`config.mk`:
```
export PLATFORM = sky130hd
export DESIGN_NAME = itl_ctrl
export DESIGN_NICKNAME = d
export VERILOG_FILES = /design/src/rtl/itl_pkg.sv /design/src/rtl/itl_ctrl.sv
export VERILOG_INCLUDE_DIRS = /design/src /design/src/rtl
export SDC_FILE = /design/constraint.sdc
export NUM_CORES = 1
export LEC_CHECK = 0
export BUFFER_PORTS_ARGS = -buffer_cell sky130_fd_sc_hd__buf_4
export CAP_MARGIN = 25
export CORE_AREA = 2 2 39 41
export CTS_CLUSTER_SIZE = 12
export DETAILED_ROUTE_END_ITERATION = 7
export DIE_AREA = 0 0 41 43
export PLACE_DENSITY = 0.41
export SKIP_LAST_GASP = 1
export SLEW_MARGIN = 0
export SYNTH_ARGS = -nofsm -noshare
export SYNTH_HDL_FRONTEND = slang
export SYNTH_SLANG_ARGS = --single-unit
```
`constraint.sdc`:
```
create_clock -name clock -period 1.6 [get_ports clock]
set_input_delay 0.24 -clock clock [delete_from_list [all_inputs] [get_ports clock]]
set_output_delay 0.24 -clock clock [all_outputs]
set_load 0.005 [all_outputs]
```
`src/rtl/idle_timeout_list_unit_defines.svh`:
```
// Assertion macros shared by the idle timeout list modules.
`ifndef IDLE_TIMEOUT_LIST_UNIT_DEFINES_SVH
`define IDLE_TIMEOUT_LIST_UNIT_DEFINES_SVH
// Property that must hold in the cycle after a trigger.
`define ITL_ASSERT_NEXT(lbl, clk, rst, trig, cond) \
   lbl: assert property (@(posedge clk) disable iff (rst) (trig) |=> (cond)) \
      else $error("assertion failed");
// Property that must hold in the same cycle as a trigger.
`define ITL_ASSERT_SAME(lbl, clk, rst, trig, cond) \
   lbl: assert property (@(posedge clk) disable iff (rst) (trig) |-> (cond)) \
      else $error("assertion failed");
`endif

```
`src/rtl/itl_pkg.sv`:
```
// Shared types and constants of the idle timeout list.
`default_nettype none
package itl_pkg;
   localparam int Slots = 256;
   localparam int SlotW = $clog2(Slots);
   localparam int LinkW = SlotW + 1;
   localparam int Usable = (Slots < 256) ? Slots : 256;
   localparam logic [LinkW-1:0] Nil = LinkW'(Slots);
   localparam logic [30:0] Max31 = 31'h7fffffff;

   localparam logic [2:0] OpSetTime = 3'd0;
   localparam logic [2:0] OpNew = 3'd1;
   localparam logic [2:0] OpRemove = 3'd2;
   localparam logic [2:0] OpRefresh = 3'd3;
   localparam logic [2:0] OpPoll = 3'd4;

   localparam logic [2:0] StOk = 3'd0;
   localparam logic [2:0] StBackwards = 3'd1;
   localparam logic [2:0] StFull = 3'd2;
   localparam logic [2:0] StBadHandle = 3'd3;
   localparam logic [2:0] StNotAlloc = 3'd4;
   localparam logic [2:0] StNoneExpired = 3'd5;

   typedef struct packed {
      logic latch;   // capture request fields
      logic decide;  // evaluate checks
      logic commit;  // write memories and pointers
      logic finish;  // load the response register, link the slot as newest
   } cmd_type;

   typedef struct packed {
      logic busy_out;  // response register full and stalled
   } sts_type;
endpackage
`default_nettype wire

```
`src/rtl/itl_ctrl.sv`:
```
// Controller state machine of the idle timeout list.
`default_nettype none
`include "idle_timeout_list_unit_defines.svh"
module itl_ctrl (
   input wire logic clock,
   input wire logic reset,
   input wire logic req_valid,
   output logic req_stall,
   input wire itl_pkg::sts_type sts,
   output itl_pkg::cmd_type cmd
);
   typedef enum logic [4:0] {
      S_IDLE = 5'b00001,
      S_READ = 5'b00010,
      S_DECIDE = 5'b00100,
      S_COMMIT = 5'b01000,
      S_DONE = 5'b10000
   } state_type;
   state_type state_ff, state_in;

   assign req_stall = (state_ff != S_IDLE);

   always_comb begin
      state_in = state_ff;
      cmd = '0;
      unique case (state_ff)
         S_IDLE: begin
            if (req_valid) begin
               cmd.latch = 1'b1;
               state_in = S_READ;
            end
         end
         S_READ: state_in = S_DECIDE;
         S_DECIDE: begin
            cmd.decide = 1'b1;
            state_in = S_COMMIT;
         end
         S_COMMIT: begin
            if (!sts.busy_out) begin
               cmd.commit = 1'b1;
               state_in = S_DONE;
            end
         end
         S_DONE: begin
            cmd.finish = 1'b1;
            state_in = S_IDLE;
         end
         default: state_in = S_IDLE;
      endcase
   end

   always_ff @(posedge clock) begin
      if (reset) state_ff <= S_IDLE;
      else state_ff <= state_in;
   end

   `ITL_ASSERT_NEXT(a_latch_read, clock, reset, cmd.latch, state_ff == S_READ)
   `ITL_ASSERT_NEXT(a_commit_done, clock, reset, cmd.commit, cmd.finish)
   `ITL_ASSERT_SAME(a_busy_stall, clock, reset, state_ff != S_IDLE, req_stall)
endmodule
`default_nettype wire

```
Word-level counts from Yosys, hierarchy flattened. Cells that the tools add are included.

Flip-flop bits (word level): 5. Bits of input ports: 4. Output and inout bits: 5.

Equal/unequal tests: 8. Multiplexer cells: 9. Reduce and logical (&&, ||, !) cells: 1.

Operators with widths (number): 5-bit one-hot mux with 4 select lines (1); 5-bit two-way mux (2); 1-bit two-way mux (6); 5-bit by 1-bit equality test with 1-bit output (second input constant) (1); 5-bit by 2-bit equality test with 1-bit output (second input constant) (1); 5-bit by 3-bit equality test with 1-bit output (second input constant) (1); 5-bit by 4-bit equality test with 1-bit output (second input constant) (1); 5-bit equality test (second input constant) (1); 5-bit by 1-bit inequality test with 1-bit output (second input constant) (1); 2-bit inequality test (second input constant) (2); 2-bit AND reduction (1).

Logic depth before layout (Yosys ltp).
Word-level depth: 3. Gate-level depth with buffers: 3. Depth with buffers taken out: 3.

Least setup slack after synthesis. OpenSTA, ideal clock, no wires.

Path kind: register to register. From: reg state_ff[0]. To: reg state_ff[0]. Setup time: 122 ps. Arrival: 1044 ps. Path slack: 434 ps. Stages on the path, launching flop included: 4. Buffers on the path: 0. Period minus slack after synthesis: 1166 ps. Path through: dfxtp_1 or2_4 a21o_1 a311o_1.

Cells in the longest elaborated chain, start to end: 3.

Ends and longest elaborated chain: start: declaration (RTL line itl_ctrl.sv:19) `state_type state_ff, state_in;`; start signal: assignment (RTL line itl_ctrl.sv:54) `else state_ff <= state_in;`; 5-bit by 4-bit equality test with 1-bit output or 5-bit by 1-bit equality test with 1-bit output (tied branches) (RTL line itl_ctrl.sv:26) `unique case (state_ff)`; 2-bit inequality test (no line); 2-bit AND reduction (no line).

Parallel ways exist; a longest one is shown, timed or not. A chain may end at the register's enable or synchronous reset.

==> reports/results.ini <==
[status]
run_status=finished, final reports clean

[setup_path]
critPathKind=flop to primary output
max_stage_delay_ps=330
crit_slowest_cell=dfxtp_1
crit_required_ps=1360
path_cells=or2_4 -> nor4_2 -> buf_4
cp-end-kind=primary output
critPathLaunchType=flop
worstReg2RegStart=state_ff[0]
arrival_ps=1270
rrSetupSlack_ps=370
r2r_end=state_ff[0]
r2r_cells=3
crit_fanout=5

[clock_tree]
cts_tree=built
clockRootBuffer=clkbuf_4
insertion_delay_ps=240
cts_sinks=5
cts_max_path_buffers=2
hold_buffers=0
post-cts-setup-buffer-count=0
h-tree-depth=1
numCtsBuffers=3
cts-resized-gates=0
cts.clk_slew.worst_paths_ps=40

[floorplanning]
start_util_pct=17.7
placeableCoreArea_um2=1380
die_w_um=41
rows=14
die_h_um=43
ios=9
dieArea_um2=1760

[routing]
drt_iter0_drc=1
routedWlPerCell_um=10.2
drcViolationCount=0
num_vias=231
drt_wl_total_um=538
drt_pass1_iterations=2
ant_nets=0
viasPerCell=4.36

[pwr]
switching_share_pct=21.7
powerDensity_nw_per_um2=910
seqPwrFrac_pct=42.6
total_power_uw=313
clock_power_share_pct=46.1
p_int_uw=245
power.leakage_nw=0.125
power_frac_comb_pct=11.4
p_sw_uw=68.0
max-vdd-ir-drop_mv=0.237

[timing]
period_needed_ps=1510
final-setup-viol-count=0
tns_ps=0
max_freq_mhz=663
rsz0062_at_grt=no
slew_violations=0
slew-limit-headroom_pct=79.6
clock_skew_ps=2.63
hold_violations=0
tightest_slew_ps=306
fin_crit_sh_pct=94.3
finalWorstSetupSlack_ps=91.7

[synth]
ys_warn_count=0
postSynthAreaPerCell_um2=9.43
synth_cell_type_count=16
synthCells=26
yosysSeqAreaShare_pct=40.8
ys_ff_latch=5
syn-cell-area_um2=245
syn_nets=30

[global_routing]
grt_pass1_wl_um=959
grt_max_degree=8
grt_antenna_before_repair=0
grt.total_usage_pct=8.65
grt_pass1_vias=215
gr-total-overflow=0

[hold_path]
hp-start=reset
min_path_type=input pin to flop
whs_path_depth=2
whs_endpoint=state_ff[1]

[placement]
io_buffers=8
finalWeightedCongestion=0.696
pre_cts_slack_ps=338

[cells_and_area]
top_regs=state_ff: 5 flops
antenna_cells=0
drive_gt1_share_pct=37.8
top_register=state_ff
nNetsFinal=42
nFillCells=160
largest_reg_flops=5
syn2layout_area_growth_pct=40.3

[run]
maxCapViolations=0

-- worst max path at each step --
stage,from,end,cells past startpoint,slack [ps]
5_1_grt,state_ff[0],cmd[1],3,8
2_1_floorplan,state_ff[0],state_ff[0],3,430
4_1_cts,state_ff[0],cmd[1],3,60
3_5_place_dp,state_ff[0],cmd[1],3,340
3_3_place_gp,state_ff[0],cmd[1],3,360
6_report,state_ff[0],cmd[1],3,90
-- metal layers --
metal	vias up	wire (um)	track usage, %
met4	0	0	8.00
li1	118	-	-
met1	103	252	11.3
met2	10	238	9.38
met5	-	0	0
met3	0	48	4.71
-- critical path: cells and delay by family, from the launching register on --
kind	cells	cell delay (ps)
flops	1	330
simple gates	2	530
buf+inv	1	160
-- cells in the final DEF (no fill, tap or decap), drive strengths merged --
cell / n
dfxtp: 5
nand2b: 2
nor3: 2
nand3b: 2
buf: 8
a2111oi: 1
nand3: 1
nor2b: 2
a21o: 1
nand2: 1
nand4b: 1
or2: 1
nor2: 3
and4: 1
nor4: 1
a311o: 1
clkbuf: 4
-- cells by family (layout without fill, tap and decap cells) --
family                 after synthesis  after routing  synth area share [%]
and+or+nand+nor                     17             17                  44.9
DFF                                  5              5                  40.8
AOI/OAI and AO/OA                    3              3                  11.2
buffers and inverters                1             12                  3.06
-- synthesized netlist by cell type, drive strengths merged --
library cell  count  area (um2)
and4              1        10.0
nor3              2        10.0
nand2b            2        12.5
nand3             1        5.00
nor4              1        12.5
a2111oi           1        10.0
a311o             1        10.0
nand2             1        3.75
nor2b             2        12.5
nand4b            1        8.76
or2               1        8.76
nand3b            2        15.0
a21o              1        7.51
buf               1        7.51
dfxtp             5         100
nor2              3        11.3
-- layout make-up --
class	instances	area [um2]	area share (%)
multi-input cells	20	138	40.0
flip-flops and latches	5	100	29.1
repair buffers	8	60.1	17.5
clock buffers	4	26.3	7.64
well taps	16	20.0	5.82
-- through the flow --
stage / hold slack, ps / util [%] / instance area, um2 / instances
after floorplan: 312 / - / 245 / 26
after CTS: 184 / 24.9 / 344 / 53
after global placement: 453 / 23.0 / 318 / 49
after detailed placement: 446 / 23.0 / 318 / 49
after global routing: 188 / 24.9 / 344 / 53
final: 195 / 24.9 / 344 / 53
-- power by group through the flow --
stage | registers (mW) | logic (mW) | clock network, mW
finish | 0.133 | 0.0356 | 0.144
global route | 0.134 | 0.0405 | 0.167
CTS | 0.133 | 0.0361 | 0.153
detailed placement | 0.135 | 0.0359 | 0
global placement | 0.135 | 0.0356 | 0
floorplan | 0.134 | 0.0176 | 0
No activity file was read; power rests on OpenSTA's default activity.
